### config.mk
export PLATFORM = sky130hd
export DESIGN_NAME = local_history_branch_predictor_flat
export DESIGN_NICKNAME = d
export VERILOG_FILES = /design/src/rtl/lhbp_pkg.sv /design/src/rtl/lhbp_in_if.sv /design/src/rtl/lhbp_out_if.sv /design/src/rtl/local_history_branch_predictor.sv /design/src/rtl/lhbp_table.sv /design/src/flat_wrapper.sv
export SDC_FILE = /design/constraint.sdc
export NUM_CORES = 1
export LEC_CHECK = 0
export ABC_AREA = 1
export BUFFER_PORTS_ARGS = -buffer_cell sky130_fd_sc_hd__buf_4
export CAP_MARGIN = 20
export CORE_MARGIN = 2
export CORE_UTILIZATION = 55
export DETAILED_ROUTE_END_ITERATION = 10
export GPL_TIMING_DRIVEN = 1
export PLACE_DENSITY = 0.75
export SYNTH_ARGS = -nofsm -noshare
export SYNTH_HDL_FRONTEND = slang
export SYNTH_SLANG_ARGS = --single-unit
### constraint.sdc
create_clock -name clk -period 5.02 [get_ports clk]
set_input_delay 0.502 -clock clk [delete_from_list [all_inputs] [get_ports clk]]
set_output_delay 0.502 -clock clk [all_outputs]
set_load 0.05 [all_outputs]
### src/rtl/lhbp_pkg.sv
// Shared types and constants for the local history branch predictor.
// No dependencies; every other file of the block imports this package.
package lhbp_pkg;

  // Word field widths
  localparam int IDX_IN_W = 4;
  localparam int HIST_W   = 2;
  localparam int CTR_W    = 2;
  localparam int MISS_W   = 16;

  // Index values the input field can carry
  localparam int IDX_IN_RANGE = 1 << IDX_IN_W;

  // Default table size
  localparam int DEF_ENTRIES = 16;

  // Counter and miss count limits
  localparam int                CTRS_PER_ENTRY = 4;
  localparam logic [CTR_W-1:0]  CTR_MAX        = 2'd3;
  localparam logic [CTR_W-1:0]  CTR_MIN        = 2'd0;
  localparam logic [CTR_W-1:0]  CTR_TAKEN_MIN  = 2'd2;
  localparam logic [MISS_W-1:0] MISS_MAX       = 16'hFFFF;

  // One table entry: history, four pattern counters and the miss count
  typedef struct packed {
    logic [HIST_W-1:0]                    hist;
    logic [CTRS_PER_ENTRY-1:0][CTR_W-1:0] ctr;
    logic [MISS_W-1:0]                    miss;
  } entry_t;

  // Port requests from the update logic to the table
  typedef struct packed {
    logic rd_en;
    logic wr_en;
  } tbl_ctrl_t;

endpackage

### src/rtl/lhbp_in_if.sv
// Input channel of the branch predictor: branch entry and resolved outcome.
// Depends on lhbp_pkg for the field widths.
interface lhbp_in_if;
  import lhbp_pkg::*;

  logic                valid;
  logic                ready;
  logic [IDX_IN_W-1:0] entry_index;
  logic                actual_taken;

  modport source (output valid, output entry_index, output actual_taken, input ready);
  modport sink   (input valid, input entry_index, input actual_taken, output ready);
endinterface

### src/rtl/lhbp_out_if.sv
// Result channel of the branch predictor: prediction, miss flag and miss count.
// Depends on lhbp_pkg for the field widths.
interface lhbp_out_if;
  import lhbp_pkg::*;

  logic              valid;
  logic              ready;
  logic [HIST_W-1:0] history_before;
  logic              predicted_taken;
  logic              mispredicted;
  logic [MISS_W-1:0] miss_total;

  modport source (output valid, output history_before, output predicted_taken,
                  output mispredicted, output miss_total, input ready);
  modport sink   (input valid, input history_before, input predicted_taken,
                  input mispredicted, input miss_total, output ready);
endinterface

### src/rtl/local_history_branch_predictor.sv
// Top level of the two-level local history branch predictor.
// Depends on lhbp_pkg, lhbp_in_if, lhbp_out_if and lhbp_table.
//
// Usage:
//   in_chan carries one word per resolved branch: entry_index and
//   actual_taken. An index of ENTRIES or more wraps modulo ENTRIES.
//   out_chan returns one word per input word, in order: the entry's history
//   before the update, the prediction, the miss flag and the entry's
//   saturating miss count after the update.
//   Both channels move a word on a clock edge where valid and ready are high.
//   Path: a word accepted on in_chan is read from the table in the read
//   stage, then goes through the result register, which drives out_chan.
//   Throughput: one word per cycle while out_chan.ready is high. A word
//   for the same entry as the one just before it takes the updated entry
//   from a bypass around the table, so no bubble is needed.
//   Reset: rst_n is synchronous. Afterwards a clearing pass zeroes the table
//   entry by entry; in_chan.ready stays low until it ends.
//   Stall: when out_chan.ready is low the result register holds, one more
//   word may wait in the read stage, and then in_chan.ready drops.
module local_history_branch_predictor #(
  parameter int ENTRIES = lhbp_pkg::DEF_ENTRIES
) (
  input  logic              clk,
  input  logic              rst_n,
  lhbp_in_if.sink           in_chan,
  lhbp_out_if.source        out_chan
);
  import lhbp_pkg::*;

  localparam int IDX_W = (ENTRIES > 1) ? $clog2(ENTRIES) : 1;

  // Index wrap table, worked out at elaboration
  logic [IDX_W-1:0] wrap_tab [IDX_IN_RANGE];
  for (genvar g = 0; g < IDX_IN_RANGE; g++) begin : g_wrap
    assign wrap_tab[g] = IDX_W'(g % ENTRIES);
  end

  logic              init_done;
  logic              accept;
  logic              s1_adv;
  logic              s1_valid_r;
  logic [IDX_W-1:0]  s1_idx_r;
  logic              s1_taken_r;
  tbl_ctrl_t         tbl_ctrl;
  entry_t            cur_entry;
  entry_t            new_entry;
  logic [CTR_W-1:0]  cur_ctr;
  logic [CTR_W-1:0]  new_ctr;
  logic              pred;
  logic              miss;

  logic              out_valid_r;
  logic [HIST_W-1:0] out_hist_r;
  logic              out_pred_r;
  logic              out_miss_r;
  logic [MISS_W-1:0] out_total_r;

  // Handshake
  assign s1_adv        = !out_valid_r || out_chan.ready;
  assign in_chan.ready = init_done && (!s1_valid_r || s1_adv);
  assign accept        = in_chan.valid && in_chan.ready;

  assign tbl_ctrl.rd_en = accept;
  assign tbl_ctrl.wr_en = s1_valid_r && s1_adv;

  lhbp_table #(
    .ENTRIES (ENTRIES)
  ) u_table (
    .clk       (clk),
    .rst_n     (rst_n),
    .ctrl      (tbl_ctrl),
    .rd_addr   (wrap_tab[in_chan.entry_index]),
    .wr_addr   (s1_idx_r),
    .wr_data   (new_entry),
    .rd_entry  (cur_entry),
    .init_done (init_done)
  );

  // Read stage: holds the word while its entry comes out of the table
  always_ff @(posedge clk) begin
    if (!rst_n) begin
      s1_valid_r <= 1'b0;
    end else if (accept) begin
      s1_valid_r <= 1'b1;
    end else if (s1_adv) begin
      s1_valid_r <= 1'b0;
    end
  end

  always_ff @(posedge clk) begin
    if (accept) begin
      s1_idx_r   <= wrap_tab[in_chan.entry_index];
      s1_taken_r <= in_chan.actual_taken;
    end
  end

  // Predict, then move counter, history and miss count
  always_comb begin
    cur_ctr = cur_entry.ctr[cur_entry.hist];
    pred    = (cur_ctr >= CTR_TAKEN_MIN);
    miss    = (pred != s1_taken_r);

    if (s1_taken_r) begin
      new_ctr = (cur_ctr != CTR_MAX) ? cur_ctr + CTR_W'(1) : cur_ctr;
    end else begin
      new_ctr = (cur_ctr != CTR_MIN) ? cur_ctr - CTR_W'(1) : cur_ctr;
    end

    new_entry                     = cur_entry;
    new_entry.ctr[cur_entry.hist] = new_ctr;
    new_entry.hist                = {cur_entry.hist[0], s1_taken_r};
    if (miss && (cur_entry.miss != MISS_MAX)) begin
      new_entry.miss = cur_entry.miss + MISS_W'(1);
    end
  end

  // Result register
  always_ff @(posedge clk) begin
    if (!rst_n) begin
      out_valid_r <= 1'b0;
    end else if (s1_valid_r && s1_adv) begin
      out_valid_r <= 1'b1;
    end else if (out_chan.ready) begin
      out_valid_r <= 1'b0;
    end
  end

  always_ff @(posedge clk) begin
    if (s1_valid_r && s1_adv) begin
      out_hist_r  <= cur_entry.hist;
      out_pred_r  <= pred;
      out_miss_r  <= miss;
      out_total_r <= new_entry.miss;
    end
  end

  assign out_chan.valid           = out_valid_r;
  assign out_chan.history_before  = out_hist_r;
  assign out_chan.predicted_taken = out_pred_r;
  assign out_chan.mispredicted    = out_miss_r;
  assign out_chan.miss_total      = out_total_r;

`ifndef ASSERT_OFF
  // Nothing enters before the clearing pass is over
  a_ready_after_clear: assert property (@(posedge clk) disable iff (!rst_n)
    !init_done |-> !in_chan.ready)
    else $error("input taken during clearing pass");

  // A word in the read stage is kept while the result register is blocked
  a_s1_hold: assert property (@(posedge clk) disable iff (!rst_n)
    s1_valid_r && !s1_adv |=> s1_valid_r)
    else $error("read stage word lost under stall");

  // A miss always leaves a nonzero count
  a_miss_count: assert property (@(posedge clk) disable iff (!rst_n)
    out_valid_r && out_miss_r |-> out_total_r != '0)
    else $error("miss reported with zero count");
`endif

endmodule

### src/rtl/lhbp_table.sv
// Entry memory of the branch predictor with its clearing pass and a
// write-to-read bypass. Depends on lhbp_pkg.
module lhbp_table #(
  parameter int ENTRIES = lhbp_pkg::DEF_ENTRIES
) (
  input  logic                                   clk,
  input  logic                                   rst_n,
  input  lhbp_pkg::tbl_ctrl_t                    ctrl,
  input  logic [(ENTRIES > 1 ? $clog2(ENTRIES) : 1)-1:0] rd_addr,
  input  logic [(ENTRIES > 1 ? $clog2(ENTRIES) : 1)-1:0] wr_addr,
  input  lhbp_pkg::entry_t                       wr_data,
  output lhbp_pkg::entry_t                       rd_entry,
  output logic                                   init_done
);
  import lhbp_pkg::*;

  localparam int IDX_W = (ENTRIES > 1) ? $clog2(ENTRIES) : 1;
  localparam int CNT_W = $clog2(ENTRIES + 1);

  entry_t             mem [ENTRIES];
  entry_t             rd_data_r;
  entry_t             fwd_data_r;
  logic               fwd_r;
  logic               init_done_r;
  logic [CNT_W-1:0]   clr_cnt_r;

  // Clearing sweep after reset, one entry per cycle
  always_ff @(posedge clk) begin
    if (!rst_n) begin
      init_done_r <= 1'b0;
      clr_cnt_r   <= '0;
    end else if (!init_done_r) begin
      clr_cnt_r <= clr_cnt_r + CNT_W'(1);
      if (clr_cnt_r == CNT_W'(ENTRIES - 1)) begin
        init_done_r <= 1'b1;
      end
    end
  end

  // Single write port: sweep first, then updates
  always_ff @(posedge clk) begin
    if (!init_done_r) begin
      mem[clr_cnt_r[IDX_W-1:0]] <= '0;
    end else if (ctrl.wr_en) begin
      mem[wr_addr] <= wr_data;
    end
  end

  // Registered read; data holds while no new read is issued
  always_ff @(posedge clk) begin
    if (ctrl.rd_en) begin
      rd_data_r  <= mem[rd_addr];
      fwd_data_r <= wr_data;
    end
  end

  // Bypass flag: read and write of the same entry at one edge
  always_ff @(posedge clk) begin
    if (!rst_n) begin
      fwd_r <= 1'b0;
    end else if (ctrl.rd_en) begin
      fwd_r <= ctrl.wr_en && (rd_addr == wr_addr);
    end
  end

  assign rd_entry  = fwd_r ? fwd_data_r : rd_data_r;
  assign init_done = init_done_r;

`ifndef ASSERT_OFF
  // No update may be written while the sweep still owns the port
  a_no_wr_in_clear: assert property (@(posedge clk) disable iff (!rst_n)
    ctrl.wr_en |-> init_done_r)
    else $error("table update during clearing pass");

  // A same-entry read and write must select the bypass next cycle
  a_fwd_set: assert property (@(posedge clk) disable iff (!rst_n)
    ctrl.rd_en && ctrl.wr_en && (rd_addr == wr_addr) |=> fwd_r)
    else $error("bypass not taken for same-entry access");

  // No reads are issued before the sweep ends
  a_no_rd_in_clear: assert property (@(posedge clk) disable iff (!rst_n)
    ctrl.rd_en |-> init_done_r)
    else $error("table read during clearing pass");
`endif

endmodule
### src/flat_wrapper.sv
// flat-port wrapper written by rule: the top's interface ports become plain ports
module local_history_branch_predictor_flat import lhbp_pkg::*;
#(
  parameter int ENTRIES = lhbp_pkg::DEF_ENTRIES
)
  (clk, rst_n, in_chan_valid, in_chan_entry_index, in_chan_actual_taken, in_chan_ready, out_chan_valid, out_chan_history_before, out_chan_predicted_taken, out_chan_mispredicted, out_chan_miss_total, out_chan_ready);
  lhbp_in_if in_chan_i ();
  lhbp_out_if out_chan_i ();
  input  logic clk;
  input  logic rst_n;
  input wire logic [$bits(in_chan_i.valid)-1:0] in_chan_valid;
  input wire logic [$bits(in_chan_i.entry_index)-1:0] in_chan_entry_index;
  input wire logic [$bits(in_chan_i.actual_taken)-1:0] in_chan_actual_taken;
  output wire logic [$bits(in_chan_i.ready)-1:0] in_chan_ready;
  output wire logic [$bits(out_chan_i.valid)-1:0] out_chan_valid;
  output wire logic [$bits(out_chan_i.history_before)-1:0] out_chan_history_before;
  output wire logic [$bits(out_chan_i.predicted_taken)-1:0] out_chan_predicted_taken;
  output wire logic [$bits(out_chan_i.mispredicted)-1:0] out_chan_mispredicted;
  output wire logic [$bits(out_chan_i.miss_total)-1:0] out_chan_miss_total;
  input wire logic [$bits(out_chan_i.ready)-1:0] out_chan_ready;
  assign in_chan_i.valid = in_chan_valid;
  assign in_chan_i.entry_index = in_chan_entry_index;
  assign in_chan_i.actual_taken = in_chan_actual_taken;
  assign in_chan_ready = in_chan_i.ready;
  assign out_chan_valid = out_chan_i.valid;
  assign out_chan_history_before = out_chan_i.history_before;
  assign out_chan_predicted_taken = out_chan_i.predicted_taken;
  assign out_chan_mispredicted = out_chan_i.mispredicted;
  assign out_chan_miss_total = out_chan_i.miss_total;
  assign out_chan_i.ready = out_chan_ready;
  local_history_branch_predictor #(.ENTRIES(ENTRIES)) u_core (.clk(clk), .rst_n(rst_n), .in_chan(in_chan_i), .out_chan(out_chan_i));
endmodule
# After elaboration in Yosys (flattened, before gate mapping)

Memories as Yosys holds them, arrays and structs flattened. A register that Yosys moved wholly into a read port is not among the register bits.
Cells that the tools add are included.

Register bits after elaboration: 60
Bits in writable memories: 416
Memory bits (read-only): 64
Input port bits: 9
Logic and storage cells: 72
Memories kept: 2

Add/subtract/negate cells: 4
Magnitude comparators: 4
Equality and inequality tests: 5
Multiplexer cells: 25
Bitwise logic cells: 1
Reduce and logical (&&, ||, !) cells: 14

Memories:

| memory             | depth | width | read ports | clocked after Yosys merged registers in | write ports | line                                 | source |
|---|---|---|---|---|---|---|---|
| u_core.u_table.mem | 16    | 26    | 1          | 1                                       | 1           | lhbp_table.sv:20                     | `entry_t mem [ENTRIES];` |
| (no name shown)    | 16    | 4     | 1          | 0                                       | 0           | local_history_branch_predictor.sv:72 | `.rd_addr (wrap_tab[in_chan.entry_index]),` |

Operators by type and width:

| cell                                                        | count |
|---|---|
| 2-to-1 mux 26 bit                                           | 2 |
| OR reduction 26 bit                                         | 1 |
| adder 16 x 1 -> 16 bit (second input constant)              | 1 |
| 2-to-1 mux 16 bit                                           | 1 |
| inequality test 16 bit (second input constant)              | 1 |
| 2-to-1 mux 4 bit                                            | 3 |
| 2-to-1 mux 1 bit                                            | 11 |
| 2-to-1 mux 2 bit                                            | 5 |
| bitwise mux 8 bit                                           | 1 |
| logical AND 1 bit                                           | 6 |
| nonzero test 2 bit                                          | 3 |
| adder 5 x 1 -> 5 bit (second input constant)                | 1 |
| equality test 5 x 4 -> 1 bit (second input constant)        | 1 |
| >= comparator 5 bit (second input constant)                 | 1 |
| inverter 4 -> 5 bit                                         | 1 |
| binary-select mux 2 bit (select 2 bit)                      | 1 |
| demux 2 bit (select 2 bit)                                  | 1 |
| equality test 4 bit                                         | 1 |
| less-than comparator 2 x 3 -> 1 bit (second input constant) | 1 |
| adder 2 x 1 -> 2 bit (second input constant)                | 1 |
| >= comparator 2 x 1 -> 1 bit (second input constant)        | 1 |
| >= comparator 2 bit (second input constant)                 | 1 |
| zero test 1 bit                                             | 2 |
| logical OR 1 bit                                            | 2 |
| other kinds (3)                                             | 3 |

# Depth between registers and ports, before layout

Gate-level depths: netlist (run 1).

Depth after elaboration: 8
Mapped depth: 14

# Hierarchy

Synthesis (run 1) repeated with hierarchy kept, for this count alone.

Cell total of the unflattened synthesis: 2131
Area total of the unflattened synthesis: 22077.4 um^2

Modules (own cells, without submodules):

| module                         | times used | cells each | area an instance (um^2) | sequential area each (um^2) |
|---|---|---|---|---|
| lhbp_table                     | 1          | 1904       | 20294.5                 | 14193.6 |
| local_history_branch_predictor | 1          | 227        | 1783.0                  | 790.8 |

# Worst setup path before layout (run 1)

Ideal clock, no wire load.

Path kind: reg2reg
Start: register u_core.out_valid_r, in the netlist u_core.out_chan.valid
End: register u_core.u_table.fwd_r
Library setup time: 0.086 ns
Arrival: 3.641 ns
Slack: 1.292 ns
Cell stages (with the launch flop): 6
Buffers on the path: 0
Cells stage by stage: dfxtp_1 -> nand2_1 -> o21ai_0 -> nor2_1 -> o21ai_0 -> a21oi_1

Longest elaborated chain between the ends: 5
Elaborated cells between the ends (all ways): 7
Those cells by class: reduce/logical (7)

Ends and longest elaborated chain:

| what                     | line                                  | source |
|---|---|---|
| start: declaration       | local_history_branch_predictor.sv:52  | `logic out_valid_r;` |
| start signal: assignment | local_history_branch_predictor.sv:120 | `out_valid_r <= 1'b0;` |
| start signal: assignment | local_history_branch_predictor.sv:122 | `out_valid_r <= 1'b1;` |
| start signal: assignment | local_history_branch_predictor.sv:124 | `out_valid_r <= 1'b0;` |
| zero test 1 bit          | local_history_branch_predictor.sv:59  | `assign s1_adv = !out_valid_r \|\| out_chan.ready;` |
| logical OR 1 bit         | local_history_branch_predictor.sv:59  |  |
| logical OR 1 bit         | local_history_branch_predictor.sv:60  | `assign in_chan.ready = init_done && (!s1_valid_r \|\| s1_adv);` |
| logical AND 1 bit        | local_history_branch_predictor.sv:60  |  |
| logical AND 1 bit        | local_history_branch_predictor.sv:61  | `assign accept = in_chan.valid && in_chan.ready;` |
| net u_core.accept        | local_history_branch_predictor.sv:39  | `logic accept;` |
| end signal: assignment   | lhbp_table.sv:62                      | `fwd_r <= ctrl.wr_en && (rd_addr == wr_addr);` |
| end: declaration         | lhbp_table.sv:23                      | `logic fwd_r;` |

The timed path passes the listed nets, and every way through them passes these cells.
A chain may end at the register's enable or synchronous reset.

==> impl_metrics.toml, run 1 <==
[cts]
tritoncts = "built"
postCtsSetupRepairBufs = 0
cts_sinks = 502
clk_pin_slew_ns = 0.06
htreeDepth = 2
clock_latency_ns = 0.60
cts_hold_buf = 0
clockBufferDepth = 3
cts_resized = 0
root_buffer = "clkbuf_16"
cts_buffers = 49

[route]
drtIter0Drc = 1639
dr.pass1.iters = 6
routed_wl_mm = 47.55
wl_per_cell_um = 21.73
ant_nets = 0
via_per_inst = 5.867
drc = 0
vias = 12840

[power_and_ir_drop]
p_seq_share_pct = 52.2
ir_worst_vdd_mv = 0.3203
cellPowerDensity_nw_per_um2 = 377.8
swShare_pct = 21.03
p_sw_w = 0.001872
p_int_w = 0.007030
p_leak_nw = 9.015
combPwrFrac_pct = 4.1
clkPwrFrac_pct = 43.7

[min_path]
whs_endpoint = "u_core.s1_taken_r$_DFFE_PP_"
min_from = "in_chan_actual_taken"
hold_path_depth = 1
hp-class = "input pin to flop"

[setup_path]
worstSetupPathType = "flop to flop"
timing.rr.start = "u_core.out_chan.valid$_SDFFE_PN0P_"
crit_path_end_kind = "flop"
worstPathRequired_ns = 5.23
crit_chain = "nand2_1 -> nand2_1 -> inv_1 -> nand2_1 -> o21ai_0 -> nand3_1 -> nor2_4"
path_buf_inv = 1
cp_slowest_stage_delay_ns = 0.85
critPathTopFamily = "simple AND/OR/NAND/NOR gates"
crit_top_cell = "nand2_1"
cp-start-kind = "flop"
rrSetupSlack_ns = 1.30
reg2reg_to = "u_core.u_table.mem[6][10]$_DFFE_PP_"
r2r_cells = 7
slowest_stage = "nor2_4"
crit_fanout = 26
cp_data_arrival_time_ns = 3.92

[timing]
fin_skew_ns = 0.01832
worst_slack_ns = 1.302
fin_crit_sh_pct = 74.06
setup_viol = 0
timing.slew.headroom_pct = 31.20
max_freq_mhz = 269.0
period_needed_ns = 3.718
hold_violations = 0
worst_pin_slew_ns = 1.029
maxSlewViolCount = 0
fin_setup_tns_ns = 0
fin_hold_ws_ns = 0.1612
rsz0062_at_grt = "false"

[run_status]
status = "complete, no violations"

[floorplanning]
fp-row-count = 71
dieArea_um2 = 39580
core_area_um2 = 37580
die_h_um = 198.9
die-width_um = 198.9
ios = 31
start_util_pct = 55.62

[finish]
area_growth_pct = 12.74
final_util_pct = 62.71
num-nets-final = 1649
drive_above_1_share_pct = 12.05
antenna_cells = 0

[yosys]
syn_inst = 1606
synth_cell_type_count = 34
postSynthAreaPerCell_um2 = 13.01
yosysSeqAreaShare_pct = 71.69
ys_seq_elements = 502
synth.yosys.warnings = 0
synth_fp_nets = 1618
synth_area_um2 = 20900

[placed_design]
dp_hpwl_mm = 28.32
portBuffers = 30
globalplace.congestion = 0.8716
pre_cts_slack_ns = 1.098

[global_routing]
first_global_vias = 12250
grt_overflow = 0
grt_first_pass_wirelength_mm = 71.85
track_usage_pct = 24.61
grt_max_degree = 139
antenna_found_initial = 1

[job]
cap_violations = 0
-- layout by cell type (no fill, tap or decap), types with 5 or more instances in the layout --
master,instances
a21oi_1,129
buf_4,60
bufinv_16,9
clkbuf_16,50
clkinv_1,8
clkinv_2,12
dfxtp_1,9
edfxtp_1,493
inv_1,152
mux2i_1,104
nand2_1,211
nand2_2,18
nand3_1,48
nand4_1,8
nor2_1,32
nor2_4,20
o211ai_1,104
o21ai_0,151
o21ai_1,5
o21ai_2,5
xor2_1,5
-- cells in the mapped netlist, drive strengths merged --
master	count	area, um2
mux2i	104	1041
clkbuf	55	206.5
nor3b	1	7.510
nand4	9	71.32
nand3	49	250.2
inv	156	585.6
clkinv	1	3.750
buf	31	182.7
dfxtp	9	180.2
xnor2	4	35.03
nor3	4	20.02
o211ai	104	780.8
nand2	230	915.9
a21oi	133	680.7
nor2	53	224.0
edfxtp	493	14800
a31oi	1	6.260
o21ai	161	824.5
ha	3	37.54
xor2	5	43.79
-- worst max-delay path by stage --
stage,startpoint,to,slack [ns],cells after the start
2_1_floorplan,u_core.out_chan.valid$_SDFFE_PN0P_,u_core.u_table.fwd_r$_SDFFE_PN0P_,1.29,5
3_3_place_gp,out_chan_ready,u_core.u_table.mem[7][3]$_DFFE_PP_,1.28,9
3_5_place_dp,out_chan_ready,u_core.u_table.mem[4][9]$_DFFE_PP_,1.10,9
4_1_cts,u_core.out_chan.valid$_SDFFE_PN0P_,u_core.u_table.mem[4][13]$_DFFE_PP_,1.33,7
5_1_grt,u_core.out_chan.valid$_SDFFE_PN0P_,u_core.u_table.mem[7][4]$_DFFE_PP_,1.03,7
6_report,u_core.out_chan.valid$_SDFFE_PN0P_,u_core.u_table.mem[6][10]$_DFFE_PP_,1.30,7
-- per-stage QoR --
stage | area, um2 | total power [W] | instances
floorplan | 20900 | 0.004966 | 1606
global placement | 21790 | 0.005081 | 2093
detailed placement | 21820 | 0.005094 | 2094
CTS | 23540 | 0.008941 | 2185
global route | 23570 | 0.009144 | 2188
finish | 23570 | 0.008902 | 2188
-- layer usage --
metal / wire length, um / global-route usage (%) / vias to the layer above
li1: - / - / 5897
met1: 19700 / 34.56 / 6248
met2: 21760 / 38.40 / 588
met3: 4737 / 5.443 / 104
met4: 1354 / 8.264 / 0
met5: 0 / 0 / -
-- cell type report --
| cell class | count | area (um2) |
|---|---|---|
| multi-input cells | 861 | 5066 |
| inverters | 157 | 589.3 |
| repair buffers | 66 | 564.3 |
| flip-flops and latches | 502 | 14980 |
| clock buffers | 53 | 1262 |
| fillers | 2762 | 14010 |
| clock inverters | 38 | 459.2 |
| well taps | 511 | 639.4 |
-- sequential cells by signal (all words and copies together), names as in the netlist --
signal and cells:
u_core.s1_idx_r 4, u_core.u_table.clr_cnt_r 5, u_core.u_table.rd_data_r 26, u_core.u_table.mem 416, u_core.u_table.init_done 1, u_core.out_chan.miss_total 16
u_core.u_table.fwd_r 1, u_core.s1_valid_r 1, u_core.u_table.fwd_data_r 26, u_core.out_chan.valid 1, u_core.out_chan.history_before 2, u_core.out_chan.predicted_taken 1
u_core.s1_taken_r 1, u_core.out_chan.mispredicted 1
-- cell families (layout without fill, tap and decap cells) --
logic type / count (synthesis) / in the layout / share of synthesized area (%)
and+or+nand+nor: 346 / 346 / 7.124
buffers and inverters: 243 / 314 / 4.681
adders and majority gates: 3 / 3 / 0.1796
muxes: 104 / 104 / 4.981
AOI/OAI and AO/OA: 399 / 399 / 10.97
DFF: 502 / 502 / 71.69
xor gates and xnor gates: 9 / 9 / 0.3771
-- power groups by stage --
stage | sequential, W | combinational, W | clock [W]
floorplan | 0.00473 | 0.000236 | 0
global placement | 0.00473 | 0.000351 | 0
detailed placement | 0.00473 | 0.000360 | 0
CTS | 0.00464 | 0.000363 | 0.00393
global route | 0.00465 | 0.000397 | 0.00410
finish | 0.00464 | 0.000366 | 0.00389
Note: power is estimated with default switching activity, not from simulation.
==> inputs of run 2 (changes only) <==
--- a/config.mk
+++ b/config.mk
@@ -5,14 +5,14 @@
 export SDC_FILE = /design/constraint.sdc
 export NUM_CORES = 1
 export LEC_CHECK = 0
-export ABC_AREA = 1
+export ABC_AREA = 0
 export BUFFER_PORTS_ARGS = -buffer_cell sky130_fd_sc_hd__buf_4
 export CAP_MARGIN = 20
 export CORE_MARGIN = 2
 export CORE_UTILIZATION = 55
 export DETAILED_ROUTE_END_ITERATION = 10
 export GPL_TIMING_DRIVEN = 1
-export PLACE_DENSITY = 0.75
+export PLACE_DENSITY = 0.78
 export SYNTH_ARGS = -nofsm -noshare
 export SYNTH_HDL_FRONTEND = slang
 export SYNTH_SLANG_ARGS = --single-unit
==> constraint.sdc (replaced) <==
create_clock -name clk -period 3.1 [get_ports clk]
set_input_delay 0.31 -clock clk [delete_from_list [all_inputs] [get_ports clk]]
set_output_delay 0.31 -clock clk [all_outputs]
set_load 0.05 [all_outputs]
==> run 2 against run 1 <==
First-iteration DRC count fell by 33%. Global-route usage fell by 1.1 points. Via count fell by 22%. Register-to-register slack got worse by 1.1 ns. Clock skew rose by 0.0020 ns. Hold slack got worse by 0.12 ns. Critical endpoint is now u_core.u_table.mem[2][22]$_DFFE_PP_. Synthesized cell count fell by 40%. Critical path depth rose by 1. Critical path type unchanged. Largest cell class unchanged. Area after synthesis fell by 3.8%. Maximum frequency rose by 27%. Die area fell by 3.8%.
==> impl_metrics.toml, run 2 <==
[timing]
worst_slack_ns = 0.1788
fin_skew_ns = 0.02031
maxSlewViolCount = 0
hold_violations = 0
rsz0062_at_grt = "false"
setup_viol = 0
max_freq_mhz = 342.3
timing.slew.headroom_pct = 23.96
period_needed_ns = 2.921
worst_pin_slew_ns = 1.135
fin_crit_sh_pct = 94.23

[yosys]
synth_fp_nets = 975
yosysMostFrequentCell = "edfxtp_1"
yosysTopAreaCellShare_pct = 73.66
syn_inst = 963
synth_area_um2 = 20100
yosysSeqAreaShare_pct = 74.56
ys_seq_elements = 502
synth_edf_count = 493
synth_top_flop_cell = "edfxtp_1"
ys_top_cells_by_area = "edfxtp_1 (74%), mux4_2 (15%), mux2i_1 (1.1%)"
synth_top_area_cell = "edfxtp_1"
synth-async-reset-ratio_pct = 0
synth.yosys.warnings = 0
yosys-top-cells-count = "edfxtp_1 (493), mux4_2 (130), nor2_1 (39)"
synth_cell_type_count = 62
postSynthAreaPerCell_um2 = 20.87

[finish]
final_cell_mix = "edfxtp_1 (493), mux4_2 (130), buf_4 (76)"
antenna_cells = 0
largest_register_ffs = 416
top_register = "u_core.u_table.mem"
reg_top3 = "u_core.u_table.mem (416), u_core.u_table.fwd_data_r (26), u_core.u_table.rd_data_r (26)"
mostFrequentLayoutCell = "edfxtp_1"
stdcell_area_um2 = 23200
final_util_pct = 64.00
regArea_um2 = 14990
area_growth_pct = 15.46
fillerInstances = 2374
multiInputGateArea_um2 = 5052
fin_cells = 1572
drive_above_1_share_pct = 32.25
num-nets-final = 1077

[placed_design]
globalplace.congestion = 0.8764
dp_hpwl_mm = 24.83
placed_cell_area_um2 = 21540
pre_cts_slack_ns = -0.01947
portBuffers = 30
dp_cells = 1476

[cts]
tritoncts = "built"
cts_buffers = 50
clockBufferDepth = 3
htreeDepth = 2
clock_latency_ns = 0.56
clk_pin_slew_ns = 0.06
root_buffer = "clkbuf_16"
cts_sinks = 502

[global_routing]
antenna_found_initial = 1
grt_max_degree = 42
grt_first_pass_wirelength_mm = 64.98
grt_overflow = 0
first_global_vias = 10190
track_usage_pct = 23.53

[route]
wl_per_cell_um = 27.86
drc = 0
via_per_inst = 6.395
routed_wl_mm = 43.79
drtIter0Drc = 1105
ant_nets = 0
dr.pass1.iters = 5
vias = 10050

[power_and_ir_drop]
p_leak_nw = 7.077
cellPowerDensity_nw_per_um2 = 589.0
ir_worst_vdd_mv = 0.3472

[setup_path]
crit_fanout = 20
cp-start-kind = "flop"
cp_data_arrival_time_ns = 3.22
rrSetupSlack_ns = 0.18
worstPathRequired_ns = 3.40
crit_path_end_kind = "flop"
reg2reg_to = "u_core.u_table.mem[2][22]$_DFFE_PP_"
r2r_cells = 8
worstSetupPathType = "flop to flop"
timing.rr.start = "u_core.out_chan.valid$_SDFFE_PN0P_"

[floorplanning]
die_h_um = 195.2
die-width_um = 195.2
core_area_um2 = 36260
dieArea_um2 = 38090
fp-row-count = 70
ios = 31
start_util_pct = 55.43

[min_path]
whs_endpoint = "u_core.u_table.clr_cnt_r[3]$_SDFFE_PN0N_"
hold_path_depth = 2
min_from = "rst_n"
hp-class = "input pin to flop"

[job]
cap_violations = 0

[run_status]
status = "complete, no violations"
[run 2: power breakdown]
group          total [W]  leakage, nW  switching [W]  internal (W)
Clock            0.00567        0.757        0.00242       0.00326
Combinational   0.000486         1.95       0.000280      0.000206
Sequential       0.00751         4.37      0.0000299       0.00748
[run 2: cell type report]
class | instances | area share (%)
Sequential cell | 502 | 64.59
Multi-Input combinational cell | 402 | 21.77
Clock buffer | 67 | 5.888
Timing Repair Buffer | 98 | 4.276
Tap cell | 468 | 2.523
Clock inverter | 24 | 0.7603
Inverter | 11 | 0.1887
[run 2: worst max-delay path, stage by stage (launching register included)]
cell and delay [ns]:
dfxtp_1 0.32, nor2b_1 0.19, nand2b_1 0.24, inv_1 0.18
nand2_1 0.26, nor3b_1 0.12, a31oi_1 0.81, nor2_4 0.24
buf_12 0.27
[run 2: per-layer routing]
layer	routed length (um)	GRT usage, %
met5	0	0
met4	1442	7.973
met3	3348	3.506
met2	21090	36.84
met1	17910	34.70
[run 2: kinds of logic (layout without fill, tap and decap cells)]
| group | count (synthesis) | after routing | synth area share (%) |
|---|---|---|---|
| xor gates and xnor gates | 16 | 16 | 0.8840 |
| AOI/OAI and AO/OA | 63 | 63 | 2.061 |
| muxes | 166 | 166 | 16.55 |
| and+or+nand+nor | 153 | 153 | 4.308 |
| buffers and inverters | 59 | 200 | 1.407 |
| DFF | 502 | 502 | 74.56 |
| adders and majority gates | 4 | 4 | 0.2366 |
[run 2: repair_timing]
action                                  in CTS  in global routing
gates resized for setup                      2                  5
hold buffers                                 1                  0
gates cloned                                 0                  0
endpoints found under the setup margin      32                142
hold endpoints to repair                     1                  0
pin swaps                                    0                  4
buffers inserted                             0                  4
[run 2: stage by stage]
step / setup TNS (ns) / hold WS [ns] / power (W)
6_report: 0 / 0.04234 / 0.01367
5_1_grt: 0 / 0.04116 / 0.01403
4_1_cts: 0 / 0.02388 / 0.01375
3_5_place_dp: -0.3068 / 0.5117 / 0.008136
3_3_place_gp: 0 / 0.4681 / 0.008123
2_1_floorplan: -67.47 / 0.4089 / 0.007942
[run 2: worst max path at each step]
stage / start / to / slack (ns) / cells after the start
detailed placement: u_core.u_table.fwd_r$_SDFFE_PN0P_ / u_core.u_table.mem[15][12]$_DFFE_PP_ / -0.02 / 6
CTS: u_core.u_table.fwd_r$_SDFFE_PN0P_ / u_core.u_table.mem[1][5]$_DFFE_PP_ / 0.03 / 7
finish: u_core.out_chan.valid$_SDFFE_PN0P_ / u_core.u_table.mem[2][22]$_DFFE_PP_ / 0.18 / 8
global placement: u_core.u_table.fwd_r$_SDFFE_PN0P_ / u_core.u_table.mem[14][12]$_DFFE_PP_ / 0.16 / 6
global route: u_core.out_chan.valid$_SDFFE_PN0P_ / u_core.u_table.mem[5][2]$_DFFE_PP_ / 0.08 / 8
floorplan: u_core.out_chan.valid$_SDFFE_PN0P_ / u_core.u_table.mem[1][0]$_DFFE_PP_ / -0.19 / 7
==> inputs of run 3 (changes only) <==
--- a/config.mk
+++ b/config.mk
@@ -8,11 +8,13 @@
 export ABC_AREA = 0
 export BUFFER_PORTS_ARGS = -buffer_cell sky130_fd_sc_hd__buf_4
 export CAP_MARGIN = 20
+export CELL_PAD_IN_SITES_DETAIL_PLACEMENT = 1
+export CELL_PAD_IN_SITES_GLOBAL_PLACEMENT = 1
 export CORE_MARGIN = 2
 export CORE_UTILIZATION = 55
 export DETAILED_ROUTE_END_ITERATION = 10
 export GPL_TIMING_DRIVEN = 1
-export PLACE_DENSITY = 0.78
+export PLACE_DENSITY = 0.82
 export SYNTH_ARGS = -nofsm -noshare
 export SYNTH_HDL_FRONTEND = slang
 export SYNTH_SLANG_ARGS = --single-unit
==> constraint.sdc (replaced) <==
create_clock -name clk -period 3.6 [get_ports clk]
set_input_delay 0.36 -clock clk [delete_from_list [all_inputs] [get_ports clk]]
set_output_delay 0.36 -clock clk [all_outputs]
set_load 0.05 [all_outputs]
==> run 3 against run 2 <==
Setup slack better by 0.037 ns. Cell count down 1.5%. Sequential cell count unchanged. Total power down 8.7%. Core utilization down 0.083 points. Die area unchanged. Register-to-register slack better by 0.04 ns. Clock skew up 0.020 ns. Sequential share of layout area up 0.073 points. Critical path depth down 1. Clock-buffer cell count down 11. Critical path type unchanged. Largest cell class unchanged. Largest power group unchanged.
==> impl_metrics.toml, run 3 (same netlist as run 2, synthesis figures left out) <==
[finish]
area_growth_pct = 15.31
largest_register_ffs = 416
mostFrequentLayoutCell = "edfxtp_1"
num-nets-final = 1056
final_cell_mix = "edfxtp_1 (493), mux4_2 (130), buf_4 (56)"
antenna_cells = 0
top_register = "u_core.u_table.mem"
drive_above_1_share_pct = 31.11
reg_top3 = "u_core.u_table.mem (416), u_core.u_table.fwd_data_r (26), u_core.u_table.rd_data_r (26)"

[placed_design]
dp_hpwl_mm = 28.28
globalplace.congestion = 0.7962
portBuffers = 30

[timing]
rsz0062_at_grt = "false"
setup_viol = 0
worst_pin_slew_ns = 1.120
fin_setup_tns_ns = 0
period_needed_ns = 3.384
fin_crit_sh_pct = 94.00
maxSlewViolCount = 0
timing.slew.headroom_pct = 24.38
fin_hold_ws_ns = 0.05027
max_freq_mhz = 295.5
fin_skew_ns = 0.04048
hold_violations = 0

[global_routing]
track_usage_pct = 27.80
grt_max_degree = 53
first_global_vias = 11140
grt-busiest-layer = "met2"
use_met1_pct = 38.67
grt_use_met3_pct = 4.732
antenna_found_initial = 0
grt_first_pass_wirelength_mm = 76.09
grt_util_met2_pct = 44.89
grt_overflow = 0

[cts]
clock_latency_ns = 0.62
tritoncts = "built"
cts_sinks = 502
cts_buffers = 50
htreeDepth = 2
clk_pin_slew_ns = 0.06
root_buffer = "clkbuf_16"
postCtsSetupRepairBufs = 0
clockBufferDepth = 3

[setup_path]
cp_slowest_stage_delay_ns = 0.62
crit_top_cell = "mux2i_2"
critPathTopFamily = "multiplexers"
worstSetupPathType = "flop to flop"
cp_data_arrival_time_ns = 3.68
path_buf_inv = 1
crit_path_end_kind = "flop"
reg2reg_to = "u_core.u_table.mem[7][13]$_DFFE_PP_"
slowest_stage = "dfxtp_2"
crit_chain = "mux2i_1 -> mux2i_2 -> mux2i_2 -> xor2_2 -> buf_4 -> o31a_1 -> nor3_4"
cp-start-kind = "flop"
worstPathRequired_ns = 3.90
crit_fanout = 16
timing.rr.start = "u_core.u_table.fwd_r$_SDFFE_PN0P_"
rrSetupSlack_ns = 0.22
r2r_cells = 7

[min_path]
min_from = "rst_n"
whs_endpoint = "u_core.out_chan.valid$_SDFFE_PN0P_"
hold_path_depth = 2
hp-class = "input pin to flop"

[floorplanning]
start_util_pct = 55.43
fp-row-count = 70
dieArea_um2 = 38090
core_area_um2 = 36260
die-width_um = 195.2
die_h_um = 195.2
ios = 31

[power_and_ir_drop]
p_total_w = 0.01247
cellPowerDensity_nw_per_um2 = 538.3
p_leak_nw = 7.048
ir_worst_vdd_mv = 0.3582

[route]
dr.pass1.iters = 6
drc = 0
wl_per_cell_um = 32.82
drtIter0Drc = 1221
via_per_inst = 6.613
routed_wl_mm = 50.80
ant_nets = 0
vias = 10240

[run_status]
status = "complete, no violations"

[job]
cap_violations = 0
run 3: worst reg2reg max path, stage by stage, from the launching register on:
cell and delay [ns]:
dfxtp_2 0.62, mux2i_1 0.55, mux2i_2 0.23, mux2i_2 0.30, xor2_2 0.21, buf_4 0.24, o31a_1 0.35, nor3_4 0.56
run 3: how the worst max path moves through the flow:
stage | from | end | slack (ns) | depth (start not counted)
detailed placement | u_core.u_table.fwd_r$_SDFFE_PN0P_ | u_core.u_table.mem[13][13]$_DFFE_PP_ | 0.20 | 7
global route | u_core.u_table.fwd_r$_SDFFE_PN0P_ | u_core.u_table.mem[4][10]$_DFFE_PP_ | 0.02 | 7
global placement | u_core.u_table.fwd_r$_SDFFE_PN0P_ | u_core.u_table.mem[10][6]$_DFFE_PP_ | 0.41 | 8
finish | u_core.u_table.fwd_r$_SDFFE_PN0P_ | u_core.u_table.mem[7][13]$_DFFE_PP_ | 0.22 | 7
CTS | u_core.u_table.fwd_r$_SDFFE_PN0P_ | u_core.u_table.mem[4][10]$_DFFE_PP_ | 0.06 | 8
floorplan | u_core.out_chan.valid$_SDFFE_PN0P_ | u_core.u_table.mem[9][0]$_DFFE_PP_ | 0.008 | 7
run 3: layer usage:
layer  part of all wire, %  vias up
li1                      -     4141
met1                    39     5457
met2                    50      525
met3                   7.3      114
met4                   3.3        0
met5                     0        -
run 3: metrics by stage:
stage	util [%]	instance area, um2	instances	setup slack, ns
CTS	63.82	23140	1548	0.06267
global placement	59.00	21390	1459	0.4138
detailed placement	59.00	21390	1459	0.2027
floorplan	-	20110	963	0.008433
global route	63.91	23170	1548	0.01928
finish	63.91	23170	1548	0.2162
run 3: area by class of cell:
type                    instances  area, um2
fillers                      2942      13090
clock inverters                32      435.4
flip-flops and latches        502      14990
multi-input cells             402       5007
inverters                      11      43.79
repair buffers                 77      822.0
clock buffers                  56       1295
well taps                     468      585.6
run 3: repair_timing:
action / CTS / global route
hold buffers: 1 / 0
endpoints found under the setup margin: 4 / 96
resized for setup: 1 / 6
hold endpoints to repair: 1 / 0
run 3: power breakdown:
part	total, W	leakage [nW]	switching (W)	internal, W
registers	0.00647	4.37	0.0000322	0.00644
logic	0.000426	1.83	0.000247	0.000179
clock network	0.00558	0.849	0.00221	0.00336
total	0.0125	7.05	0.00249	0.00998
